[src/sv/hpt_pkg.sv]
// Shared types, widths, codes and the sine table for the heading/position tracker.
package hpt_pkg;

    localparam int COORD_FRAC_BITS = 8;
    localparam int SINE_BITS       = 16;

    localparam int POS_W      = 24;
    localparam int HEAD_W     = 9;
    localparam int TRAVEL_W   = 24;
    localparam int TURN_W     = 10;
    localparam int FIELD_W    = 15;
    localparam int MARGIN_W   = 16;
    localparam int STATUS_W   = 2;
    localparam int CFG_IDX_W  = 3;
    localparam int CFG_DATA_W = 24;

    localparam int SINE_W      = SINE_BITS + 1;   // sin(90) is exactly 2^SINE_BITS
    localparam int QUARTER     = 90;
    localparam int FULL_TURN   = 360;
    localparam int FIELD_RESET = 100;

    typedef enum logic {
        OP_MOVE   = 1'b0,
        OP_ROTATE = 1'b1
    } t_opcode;

    typedef enum logic [STATUS_W-1:0] {
        STAT_DONE         = 2'd0,
        STAT_MOVE_REFUSED = 2'd1,
        STAT_TURN_RANGE   = 2'd2
    } t_status;

    typedef enum logic [CFG_IDX_W-1:0] {
        REG_FIELD_WIDTH   = 3'd0,
        REG_FIELD_LENGTH  = 3'd1,
        REG_MARGIN_X      = 3'd2,
        REG_MARGIN_Y      = 3'd3,
        REG_START_X       = 3'd4,
        REG_START_Y       = 3'd5,
        REG_START_HEADING = 3'd6
    } t_reg_idx;

    typedef struct packed {
        logic signed [POS_W-1:0] x;
        logic signed [POS_W-1:0] y;
        logic                    refused;
    } t_move_res;

    typedef struct packed {
        logic [HEAD_W-1:0] heading;
        logic              refused;
    } t_turn_res;

    // Quarter-wave table, built at elaboration by a 1-degree rotation in Q62.
    typedef logic [SINE_W-1:0] t_sine_tab [0:QUARTER];

    localparam logic [63:0] Q62_ONE  = 64'h4000_0000_0000_0000;
    localparam logic [63:0] Q62_SIN1 = 64'd80485018754665600;
    localparam logic [63:0] Q62_COS1 = 64'd4610983636309388000;

    function automatic logic [63:0] mul_q62(input logic [63:0] a, input logic [63:0] b);
        logic [127:0] p;
        p = {64'd0, a} * {64'd0, b};
        return p[125:62];
    endfunction

    function automatic t_sine_tab build_sine_tab();
        t_sine_tab   tab;
        logic [63:0] s;
        logic [63:0] c;
        logic [63:0] ns;
        logic [63:0] a;
        logic [63:0] b;
        logic [63:0] rnd;
        s = 64'd0;
        c = Q62_ONE;
        for (int d = 0; d <= QUARTER; d++) begin
            rnd    = (s + (64'd1 << (61 - SINE_BITS))) >> (62 - SINE_BITS);
            tab[d] = rnd[SINE_W-1:0];
            ns     = mul_q62(s, Q62_COS1) + mul_q62(c, Q62_SIN1);
            a      = mul_q62(c, Q62_COS1);
            b      = mul_q62(s, Q62_SIN1);
            c      = (a > b) ? a - b : 64'd0;
            s      = ns;
        end
        return tab;
    endfunction

    localparam t_sine_tab SINE_TAB = build_sine_tab();

endpackage

[src/sv/hpt_if.sv]
// Command and result channel interfaces (valid/ready with payload).
interface hpt_cmd_if;
    import hpt_pkg::*;

    logic                       valid;
    logic                       ready;
    t_opcode                    opcode;
    logic signed [TRAVEL_W-1:0] travel;
    logic signed [TURN_W-1:0]   turn;

    modport source (output valid, output opcode, output travel, output turn, input ready);
    modport sink   (input valid, input opcode, input travel, input turn, output ready);
endinterface

interface hpt_res_if;
    import hpt_pkg::*;

    logic                    valid;
    logic                    ready;
    logic signed [POS_W-1:0] pos_x;
    logic signed [POS_W-1:0] pos_y;
    logic [HEAD_W-1:0]       heading;
    t_status                 status;

    modport source (output valid, output pos_x, output pos_y, output heading, output status,
                    input ready);
    modport sink   (input valid, input pos_x, input pos_y, input heading, input status,
                    output ready);
endinterface

[src/sv/hpt_move_unit.sv]
// Move datapath: sine/cosine lookup, scaled products, field bound check.
module hpt_move_unit (
    input  logic signed [hpt_pkg::POS_W-1:0]    i_cur_x,
    input  logic signed [hpt_pkg::POS_W-1:0]    i_cur_y,
    input  logic [hpt_pkg::HEAD_W-1:0]          i_heading,
    input  logic signed [hpt_pkg::TRAVEL_W-1:0] i_travel,
    input  logic [hpt_pkg::FIELD_W-1:0]         i_field_width,
    input  logic [hpt_pkg::FIELD_W-1:0]         i_field_length,
    input  logic [hpt_pkg::MARGIN_W-1:0]        i_margin_x,
    input  logic [hpt_pkg::MARGIN_W-1:0]        i_margin_y,
    output hpt_pkg::t_move_res                  o_res
);
    import hpt_pkg::*;

    localparam int PROD_W = TRAVEL_W + SINE_W + 1;
    localparam int TERM_W = TRAVEL_W + 3;
    localparam int CALC_W = POS_W + 4;
    localparam int BND_W  = FIELD_W + COORD_FRAC_BITS + 2;
    localparam int CMP_W  = (CALC_W > BND_W) ? CALC_W : BND_W;
    localparam int IDX_W  = $clog2(QUARTER + 1);

    localparam logic signed [CMP_W-1:0] POS_MAX_C = CMP_W'(2 ** (POS_W - 1) - 1);
    localparam logic signed [CMP_W-1:0] POS_MIN_C = CMP_W'(-(2 ** (POS_W - 1)));

    // distance * sine, rounded to nearest with ties away from zero
    function automatic logic signed [TERM_W-1:0] scale_round(
        input logic signed [TRAVEL_W-1:0] trav,
        input logic signed [SINE_W:0]     sn
    );
        logic signed [PROD_W-1:0] p;
        logic [PROD_W-1:0]        mag;
        logic [PROD_W-1:0]        rnd;
        logic signed [TERM_W-1:0] term;
        p    = PROD_W'(trav) * PROD_W'(sn);
        mag  = p[PROD_W-1] ? unsigned'(-p) : unsigned'(p);
        rnd  = (mag + (PROD_W'(1) << (SINE_BITS - 1))) >> SINE_BITS;
        term = signed'({1'b0, rnd[TERM_W-2:0]});
        return p[PROD_W-1] ? -term : term;
    endfunction

    logic [IDX_W-1:0]         rem;
    logic                     swap;
    logic                     sn_neg;
    logic                     cs_neg;
    logic [SINE_W-1:0]        tab_a;
    logic [SINE_W-1:0]        tab_b;
    logic signed [SINE_W:0]   sn;
    logic signed [SINE_W:0]   cs;
    logic signed [TERM_W-1:0] dx;
    logic signed [TERM_W-1:0] dy;
    logic signed [CMP_W-1:0]  nx;
    logic signed [CMP_W-1:0]  ny;
    logic signed [CMP_W-1:0]  hi_x;
    logic signed [CMP_W-1:0]  hi_y;
    logic signed [CMP_W-1:0]  lo_x;
    logic signed [CMP_W-1:0]  lo_y;

    // quadrant folding onto the 0..90 table
    always_comb begin
        priority if (i_heading >= HEAD_W'(3 * QUARTER)) begin
            rem = IDX_W'(i_heading - HEAD_W'(3 * QUARTER));
            swap = 1'b1; sn_neg = 1'b1; cs_neg = 1'b0;
        end else if (i_heading >= HEAD_W'(2 * QUARTER)) begin
            rem = IDX_W'(i_heading - HEAD_W'(2 * QUARTER));
            swap = 1'b0; sn_neg = 1'b1; cs_neg = 1'b1;
        end else if (i_heading >= HEAD_W'(QUARTER)) begin
            rem = IDX_W'(i_heading - HEAD_W'(QUARTER));
            swap = 1'b1; sn_neg = 1'b0; cs_neg = 1'b1;
        end else begin
            rem = IDX_W'(i_heading);
            swap = 1'b0; sn_neg = 1'b0; cs_neg = 1'b0;
        end
    end

    assign tab_a = SINE_TAB[rem];
    assign tab_b = SINE_TAB[IDX_W'(QUARTER) - rem];

    always_comb begin
        sn = signed'({1'b0, (swap ? tab_b : tab_a)});
        cs = signed'({1'b0, (swap ? tab_a : tab_b)});
        if (sn_neg) begin
            sn = -sn;
        end
        if (cs_neg) begin
            cs = -cs;
        end
    end

    assign dx = scale_round(i_travel, sn);
    assign dy = scale_round(i_travel, cs);

    assign nx = CMP_W'(i_cur_x) + CMP_W'(dx);
    assign ny = CMP_W'(i_cur_y) + CMP_W'(dy);

    assign hi_x = signed'(CMP_W'({i_field_width, {COORD_FRAC_BITS{1'b0}}}))
                + signed'(CMP_W'(i_margin_x));
    assign hi_y = signed'(CMP_W'({i_field_length, {COORD_FRAC_BITS{1'b0}}}))
                + signed'(CMP_W'(i_margin_y));
    assign lo_x = -signed'(CMP_W'(i_margin_x));
    assign lo_y = -signed'(CMP_W'(i_margin_y));

    always_comb begin
        o_res.x       = nx[POS_W-1:0];
        o_res.y       = ny[POS_W-1:0];
        o_res.refused = (nx < lo_x) || (nx > hi_x) || (ny < lo_y) || (ny > hi_y)
                     || (nx < POS_MIN_C) || (nx > POS_MAX_C)
                     || (ny < POS_MIN_C) || (ny > POS_MAX_C);
    end

endmodule

[src/sv/hpt_turn_unit.sv]
// Rotate datapath: range check and heading update modulo 360.
module hpt_turn_unit (
    input  logic [hpt_pkg::HEAD_W-1:0]        i_heading,
    input  logic signed [hpt_pkg::TURN_W-1:0] i_turn,
    output hpt_pkg::t_turn_res                o_res
);
    import hpt_pkg::*;

    localparam int SUM_W = HEAD_W + 3;

    logic signed [SUM_W-1:0] sum;
    logic signed [SUM_W-1:0] wrapped;

    // heading + turn + 360 lies in 0..1079, so at most two subtractions
    assign sum = signed'(SUM_W'(i_heading)) + SUM_W'(i_turn) + SUM_W'(FULL_TURN);

    always_comb begin
        priority if (sum >= SUM_W'(2 * FULL_TURN)) begin
            wrapped = sum - SUM_W'(2 * FULL_TURN);
        end else if (sum >= SUM_W'(FULL_TURN)) begin
            wrapped = sum - SUM_W'(FULL_TURN);
        end else begin
            wrapped = sum;
        end
    end

    always_comb begin
        o_res.refused = (i_turn > TURN_W'(FULL_TURN)) || (i_turn < -TURN_W'(FULL_TURN));
        o_res.heading = wrapped[HEAD_W-1:0];
    end

endmodule

[src/sv/heading_position_tracker.sv]
// Top level: command register, position/heading state, result register.
//
// Dead-reckoning tracker. Each command item (move or rotate) yields exactly one
// result item carrying the position, heading and status after that command.
// Throughput is one item per cycle while results are taken without back-pressure.
// A command is captured in the command register; from there the move or rotate
// datapath (table lookup, two 24x18 multiplies, rounding, add and bound compare)
// computes the new state, which lands in the state registers and the result
// register at the same edge. Because state is written at that edge, the item
// behind it sees the updated position and heading with no bubble. The result
// register separates the two sides: a new command is accepted while a result
// waits, as long as the command register is empty or moving forward.
// Move: x += travel*sin(heading), y += travel*cos(heading), Q16.8, heading 0
// points along +y. A destination beyond the field widened by the margins, or
// outside the 24-bit signed range, is refused (status 1) and the position is
// kept. Rotate: turns of -360..360 degrees wrap modulo 360; others give
// status 2. Writing start_x/start_y/start_heading also loads the live state
// immediately (a start heading of 360 or more is reduced by 360). Writes to
// unknown register indexes are dropped. Configure only while idle.
module heading_position_tracker (
    input  logic                               i_clk,
    input  logic                               i_rst_n,
    input  logic                               i_cfg_we,
    input  logic [hpt_pkg::CFG_IDX_W-1:0]      i_cfg_index,
    input  logic [hpt_pkg::CFG_DATA_W-1:0]     i_cfg_data,
    hpt_cmd_if.sink                            i_cmd,
    hpt_res_if.source                          o_res
);
    import hpt_pkg::*;

    // configuration
    logic [FIELD_W-1:0]  r_field_width;
    logic [FIELD_W-1:0]  r_field_length;
    logic [MARGIN_W-1:0] r_margin_x;
    logic [MARGIN_W-1:0] r_margin_y;

    // live state
    logic signed [POS_W-1:0] r_cur_x;
    logic signed [POS_W-1:0] r_cur_y;
    logic [HEAD_W-1:0]       r_cur_heading;

    // command register
    logic                       r_cmd_valid;
    t_opcode                    r_opcode;
    logic signed [TRAVEL_W-1:0] r_travel;
    logic signed [TURN_W-1:0]   r_turn;

    // result register
    logic                    r_res_valid;
    logic signed [POS_W-1:0] r_pos_x;
    logic signed [POS_W-1:0] r_pos_y;
    logic [HEAD_W-1:0]       r_heading;
    t_status                 r_status;

    logic              advance;
    logic              cmd_ready;
    logic              fire;
    t_move_res         move_res;
    t_turn_res         turn_res;
    logic [HEAD_W-1:0] cfg_head;

    assign advance   = !r_res_valid || o_res.ready;
    assign cmd_ready = !r_cmd_valid || advance;
    assign fire      = r_cmd_valid && advance;

    assign i_cmd.ready   = cmd_ready;
    assign o_res.valid   = r_res_valid;
    assign o_res.pos_x   = r_pos_x;
    assign o_res.pos_y   = r_pos_y;
    assign o_res.heading = r_heading;
    assign o_res.status  = r_status;

    hpt_move_unit u_move (
        .i_cur_x        (r_cur_x),
        .i_cur_y        (r_cur_y),
        .i_heading      (r_cur_heading),
        .i_travel       (r_travel),
        .i_field_width  (r_field_width),
        .i_field_length (r_field_length),
        .i_margin_x     (r_margin_x),
        .i_margin_y     (r_margin_y),
        .o_res          (move_res)
    );

    hpt_turn_unit u_turn (
        .i_heading (r_cur_heading),
        .i_turn    (r_turn),
        .o_res     (turn_res)
    );

    // start heading reduced once when loaded
    assign cfg_head = (i_cfg_data[HEAD_W-1:0] >= HEAD_W'(FULL_TURN))
                    ? i_cfg_data[HEAD_W-1:0] - HEAD_W'(FULL_TURN)
                    : i_cfg_data[HEAD_W-1:0];

    // command capture (payload needs no reset)
    always_ff @(posedge i_clk) begin
        if (!i_rst_n) begin
            r_cmd_valid <= 1'b0;
        end else if (cmd_ready) begin
            r_cmd_valid <= i_cmd.valid;
        end
        if (cmd_ready && i_cmd.valid) begin
            r_opcode <= i_cmd.opcode;
            r_travel <= i_cmd.travel;
            r_turn   <= i_cmd.turn;
        end
    end

    // result register
    always_ff @(posedge i_clk) begin
        if (!i_rst_n) begin
            r_res_valid <= 1'b0;
        end else if (advance) begin
            r_res_valid <= r_cmd_valid;
        end
        if (fire) begin
            unique case (r_opcode)
                OP_MOVE: begin
                    r_heading <= r_cur_heading;
                    if (move_res.refused) begin
                        r_pos_x  <= r_cur_x;
                        r_pos_y  <= r_cur_y;
                        r_status <= STAT_MOVE_REFUSED;
                    end else begin
                        r_pos_x  <= move_res.x;
                        r_pos_y  <= move_res.y;
                        r_status <= STAT_DONE;
                    end
                end
                OP_ROTATE: begin
                    r_pos_x <= r_cur_x;
                    r_pos_y <= r_cur_y;
                    if (turn_res.refused) begin
                        r_heading <= r_cur_heading;
                        r_status  <= STAT_TURN_RANGE;
                    end else begin
                        r_heading <= turn_res.heading;
                        r_status  <= STAT_DONE;
                    end
                end
                default: begin
                    r_status <= STAT_DONE;
                end
            endcase
        end
    end

    // configuration and live state; writes must come only while idle, which the block itself does not enforce
    always_ff @(posedge i_clk) begin
        if (!i_rst_n) begin
            r_field_width  <= FIELD_W'(FIELD_RESET);
            r_field_length <= FIELD_W'(FIELD_RESET);
            r_margin_x     <= '0;
            r_margin_y     <= '0;
            r_cur_x        <= '0;
            r_cur_y        <= '0;
            r_cur_heading  <= '0;
        end else begin
            if (fire) begin
                unique case (r_opcode)
                    OP_MOVE: begin
                        if (!move_res.refused) begin
                            r_cur_x <= move_res.x;
                            r_cur_y <= move_res.y;
                        end
                    end
                    OP_ROTATE: begin
                        if (!turn_res.refused) begin
                            r_cur_heading <= turn_res.heading;
                        end
                    end
                    default: begin
                        r_cur_heading <= r_cur_heading;
                    end
                endcase
            end
            if (i_cfg_we) begin
                unique case (t_reg_idx'(i_cfg_index))
                    REG_FIELD_WIDTH:   r_field_width  <= i_cfg_data[FIELD_W-1:0];
                    REG_FIELD_LENGTH:  r_field_length <= i_cfg_data[FIELD_W-1:0];
                    REG_MARGIN_X:      r_margin_x     <= i_cfg_data[MARGIN_W-1:0];
                    REG_MARGIN_Y:      r_margin_y     <= i_cfg_data[MARGIN_W-1:0];
                    REG_START_X:       r_cur_x        <= signed'(i_cfg_data[POS_W-1:0]);
                    REG_START_Y:       r_cur_y        <= signed'(i_cfg_data[POS_W-1:0]);
                    REG_START_HEADING: r_cur_heading  <= cfg_head;
                    default: begin
                        r_margin_x <= r_margin_x;
                    end
                endcase
            end
        end
    end

endmodule
[src/flat_wrapper.sv]
// flat-port wrapper written by rule: the top's interface ports become plain ports
module heading_position_tracker_flat import hpt_pkg::*;
  (i_clk, i_rst_n, i_cfg_we, i_cfg_index, i_cfg_data, i_cmd_valid, i_cmd_opcode, i_cmd_travel, i_cmd_turn, i_cmd_ready, o_res_valid, o_res_pos_x, o_res_pos_y, o_res_heading, o_res_status, o_res_ready);
  hpt_cmd_if i_cmd_i ();
  hpt_res_if o_res_i ();
  input  logic i_clk;
  input  logic i_rst_n;
  input  logic i_cfg_we;
  input  logic [hpt_pkg::CFG_IDX_W-1:0] i_cfg_index;
  input  logic [hpt_pkg::CFG_DATA_W-1:0] i_cfg_data;
  input wire logic [$bits(i_cmd_i.valid)-1:0] i_cmd_valid;
  input wire logic [$bits(i_cmd_i.opcode)-1:0] i_cmd_opcode;
  input wire logic [$bits(i_cmd_i.travel)-1:0] i_cmd_travel;
  input wire logic [$bits(i_cmd_i.turn)-1:0] i_cmd_turn;
  output wire logic [$bits(i_cmd_i.ready)-1:0] i_cmd_ready;
  output wire logic [$bits(o_res_i.valid)-1:0] o_res_valid;
  output wire logic [$bits(o_res_i.pos_x)-1:0] o_res_pos_x;
  output wire logic [$bits(o_res_i.pos_y)-1:0] o_res_pos_y;
  output wire logic [$bits(o_res_i.heading)-1:0] o_res_heading;
  output wire logic [$bits(o_res_i.status)-1:0] o_res_status;
  input wire logic [$bits(o_res_i.ready)-1:0] o_res_ready;
  assign i_cmd_i.valid = i_cmd_valid;
  assign i_cmd_i.opcode = i_cmd_opcode;
  assign i_cmd_i.travel = i_cmd_travel;
  assign i_cmd_i.turn = i_cmd_turn;
  assign i_cmd_ready = i_cmd_i.ready;
  assign o_res_valid = o_res_i.valid;
  assign o_res_pos_x = o_res_i.pos_x;
  assign o_res_pos_y = o_res_i.pos_y;
  assign o_res_heading = o_res_i.heading;
  assign o_res_status = o_res_i.status;
  assign o_res_i.ready = o_res_ready;
  heading_position_tracker u_core (.i_clk(i_clk), .i_rst_n(i_rst_n), .i_cfg_we(i_cfg_we), .i_cfg_index(i_cfg_index), .i_cfg_data(i_cfg_data), .i_cmd(i_cmd_i), .o_res(o_res_i));
endmodule
[config.mk]
export PLATFORM = sky130hd
export DESIGN_NAME = heading_position_tracker_flat
export DESIGN_NICKNAME = d
export VERILOG_FILES = /design/src/sv/hpt_pkg.sv /design/src/sv/hpt_if.sv /design/src/sv/hpt_move_unit.sv /design/src/sv/hpt_turn_unit.sv /design/src/sv/heading_position_tracker.sv /design/src/flat_wrapper.sv
export SDC_FILE = /design/constraint.sdc
export NUM_CORES = 2
export LEC_CHECK = 0
export BUFFER_PORTS_ARGS = -buffer_cell sky130_fd_sc_hd__clkbuf_2
export CAP_MARGIN = 40
export CORE_ASPECT_RATIO = 1.4
export CORE_UTILIZATION = 50
export DETAILED_ROUTE_END_ITERATION = 16
export PLACE_DENSITY = 0.73
export SETUP_SLACK_MARGIN = 0.2
export SLEW_MARGIN = 20
export SYNTH_ARGS = -nofsm -noshare
export SYNTH_HDL_FRONTEND = slang
export SYNTH_SLANG_ARGS = --single-unit
[constraint.sdc]
create_clock -name i_clk -period 19.58 [get_ports i_clk]
set_input_delay 3.916 -clock i_clk [delete_from_list [all_inputs] [get_ports i_clk]]
set_output_delay 3.916 -clock i_clk [all_outputs]
set_load 0.02 [all_outputs]
==> impl_metrics.tcl <==
set metrics [dict create \
    worstPathMaxFanout 51 \
    synth_ff_type "dfxtp_1" \
    slew_headroom_pct 30.3 \
    crit_top_cell "nor2_1" \
    synth-xor-area-share_pct 5.44 \
    vias 52300 \
    layout_commonest_cell "inv_1" \
    synth-compound-area-share_pct 15.2 \
    grt_max_degree 69 \
    layout_min_cycle_time_ps 18910 \
    status "complete, no violations" \
    end_kind "flip-flop" \
    initial_core_util_pct 50.5 \
    tightest_slew_ps 1040 \
    ys_warn_count 0 \
    drc 0 \
    skew_ps 16.2 \
    drt_iter0_markers 4447 \
    grt_pass1_vias 54000 \
    rows 147 \
    drt_first_pass_iters 8 \
    via_per_inst 5.93 \
    portBuffers 127 \
    fmax_mhz 52.9 \
    cp.required_ps 19940 \
    multi_input_area_um2 48600 \
    finalCritPeriodShare_pct 96.6 \
    nets 8672 \
    ioPinCount 128 \
    grt_first_pass_wirelength_mm 292 \
    synth_top_family_by_area "adder cells" \
    setup_viol 0 \
    synthesis.nets 8446 \
    timing.final.hold_violations 0 \
    synthArstFlopShare_pct 0 \
    syn2layout_area_growth_pct 12.6 \
    wl_per_cell_um 21.0 \
    nFillCells 10500 \
    cts.sink_count 215 \
    start_kind "flip-flop" \
    cts_tree "built" \
    antenna_found_initial 2 \
    fin_util_pct 56.8 \
    max-cap-violations 0 \
    synth_cell_type_count 129 \
    layout_common_cells "inv_1 (1113), nand2_1 (1002), fa_1 (844)" \
    cts_root_buf "clkbuf_16" \
    cts_hold_buffers 0 \
    totalWireLength_mm 185 \
    synth-edff-count 94 \
    ys_ff_latch 215 \
    yosysSeqAreaShare_pct 9.06 \
    synth-simple-area-share_pct 18.5 \
    layout-drive-gt1-share_pct 14.6 \
    grt_use_total_pct 31.6 \
    regArea_um2 5250 \
    clk-insertion-delay-late_ps 610 \
    core_area_um2 115000 \
    dieArea_um2 117000 \
    setup_ws_ps 673 \
    syn_inst 7089 \
    cpPeakStageDelay_ps 560 \
    pre_cts_ws_ps -525 \
    gr-total-overflow 0 \
    die_h_um 405 \
    clk_pin_slew_worst_paths_ps 60 \
    syn-cell-area_um2 57900 \
    cts_buffer_depth 3 \
    cp.arrival_ps 19260 \
    whs_ps 467 \
    yosys.area_share.adder_pct 39.0 \
    htreeDepth 1 \
    place_congestion 1.01 \
    dp_hpwl_mm 143 \
    synthMuxAreaShare_pct 2.89 \
    die-width_um 290 \
    slew_violations 0 \
    cts_buffers 27 \
    antenna_left 0 \
    hp-class "flip-flop to flip-flop" \
    path_class "flip-flop to flip-flop" \
    crit_slowest_cell "fa_1" \
    syn_avg_cell_area_um2 8.17 \
]
## Yosys cell counts, types with 14 or more instances
library cell / number / area share, %
a21boi_0: 70 / 0.91
a221oi_1: 16 / 0.24
xor2_1: 112 / 1.7
o21ai_0: 252 / 2.2
nand2_1: 1007 / 6.5
and3_1: 35 / 0.38
a31oi_1: 45 / 0.49
o311ai_0: 16 / 0.24
nor4_1: 39 / 0.42
nand2b_1: 41 / 0.44
edfxtp_1: 94 / 4.9
nand3_1: 130 / 1.1
o31ai_1: 32 / 0.41
o2111ai_1: 16 / 0.24
nor3_1: 118 / 1.0
and2_1: 264 / 2.9
inv_1: 1126 / 7.3
or2_2: 33 / 0.36
a211oi_1: 47 / 0.61
or3_1: 30 / 0.32
buf_1: 45 / 0.29
a311oi_1: 16 / 0.24
nor3b_1: 17 / 0.22
mux2i_1: 92 / 1.6
nor2b_1: 42 / 0.45
clkbuf_1: 301 / 2.0
dfxtp_1: 121 / 4.2
o22ai_1: 22 / 0.24
o21a_1: 60 / 0.78
o211ai_1: 60 / 0.78
ha_1: 434 / 9.4
nand4_1: 41 / 0.44
o21bai_1: 32 / 0.41
a21oi_1: 338 / 2.9
nor2_1: 363 / 2.4
a21o_1: 82 / 1.1
buf_2: 14 / 0.12
xnor2_1: 238 / 3.6
mux2_2: 63 / 1.2
fa_1: 856 / 30
## critical path: cells and delay by family (launching register included)
family / cells / cell delay [ps]
flip-flops: 1 / 430
buffers and inverters: 11 / 1800
AO/OA/AOI/OAI: 21 / 4550
adder cells (fa/ha/maj): 11 / 4400
multiplexers: 3 / 1000
XOR/XNOR: 5 / 850
AND/OR/NAND/NOR: 27 / 5580
## cell families (layout without fill, tap and decap cells)
| family | Yosys count | count (layout) |
|---|---|---|
| compound gates | 1309 | 1309 |
| xor+xnor | 354 | 354 |
| fa+ha+maj | 1291 | 1291 |
| buf+inv | 1504 | 1749 |
| flops | 215 | 215 |
| mux | 157 | 157 |
| other cells | 0 | 2 |
| simple gates | 2259 | 2260 |
## repair_timing
action | CTS | global route
endpoints found under the setup margin | 97 | 97
pin swaps | 11 | 137
resized for setup | 39 | 287
setup buffers | 11 | 73
gates cloned | 1 | 12
## per-stage QoR
stage | TNS (ps) | cell area [µm²] | instances
finish | 0 | 65200 | 8827
global route | -1.35 | 65200 | 8825
global placement | -24180 | 61900 | 8663
floorplan | 0 | 58100 | 7089
CTS | 0 | 63200 | 8735
detailed placement | -34400 | 62000 | 8674
## path summary, 6_finish.rpt
check	startpoint	to	slack (ps)	cells past startpoint
min reg2reg	u_core.r_field_width[0]	u_core.r_field_width[0]	470	2
max reg2reg	u_core.r_cur_heading[3]	u_core.o_res.pos_x[22]	670	78
max	u_core.r_cur_heading[3]	u_core.o_res.pos_x[22]	670	78
min	u_core.r_field_width[0]	u_core.r_field_width[0]	470	2
## layer usage
layer | up-vias | part of all wire (%) | track usage, %
met5 | - | 0 | 0
met4 | 0 | 6.3 | 17.4
met3 | 588 | 6.0 | 3.57
met2 | 2095 | 50 | 55.1
met1 | 26000 | 38 | 37.6
li1 | 23700 | - | -
## registers in the layout, summed over array words and instances (netlist names)
name	count
u_core.o_res.heading	9
u_core.o_res.pos_x	24
u_core.o_res.pos_y	24
u_core.o_res.status	2
u_core.o_res.valid	1
u_core.r_cmd_valid	1
u_core.r_cur_heading	9
u_core.r_cur_x	24
u_core.r_cur_y	24
u_core.r_field_length	15
u_core.r_field_width	15
u_core.r_margin_x	16
u_core.r_margin_y	16
u_core.r_opcode	1
u_core.r_travel	24
u_core.r_turn	10
## final cells by class
type	instances	share of cell area (%)
Multi-Input combinational cell	5371	74.5
Sequential cell	215	8.05
Timing Repair Buffer	571	6.83
Inverter	1129	6.51
Tap cell	1490	2.86
Clock buffer	37	1.15
Clock inverter	12	0.125
Antenna cell	2	0.00768
Power is not shown: default switching activity piles up to over one toggle a cycle in this logic, so the estimate is an artifact.
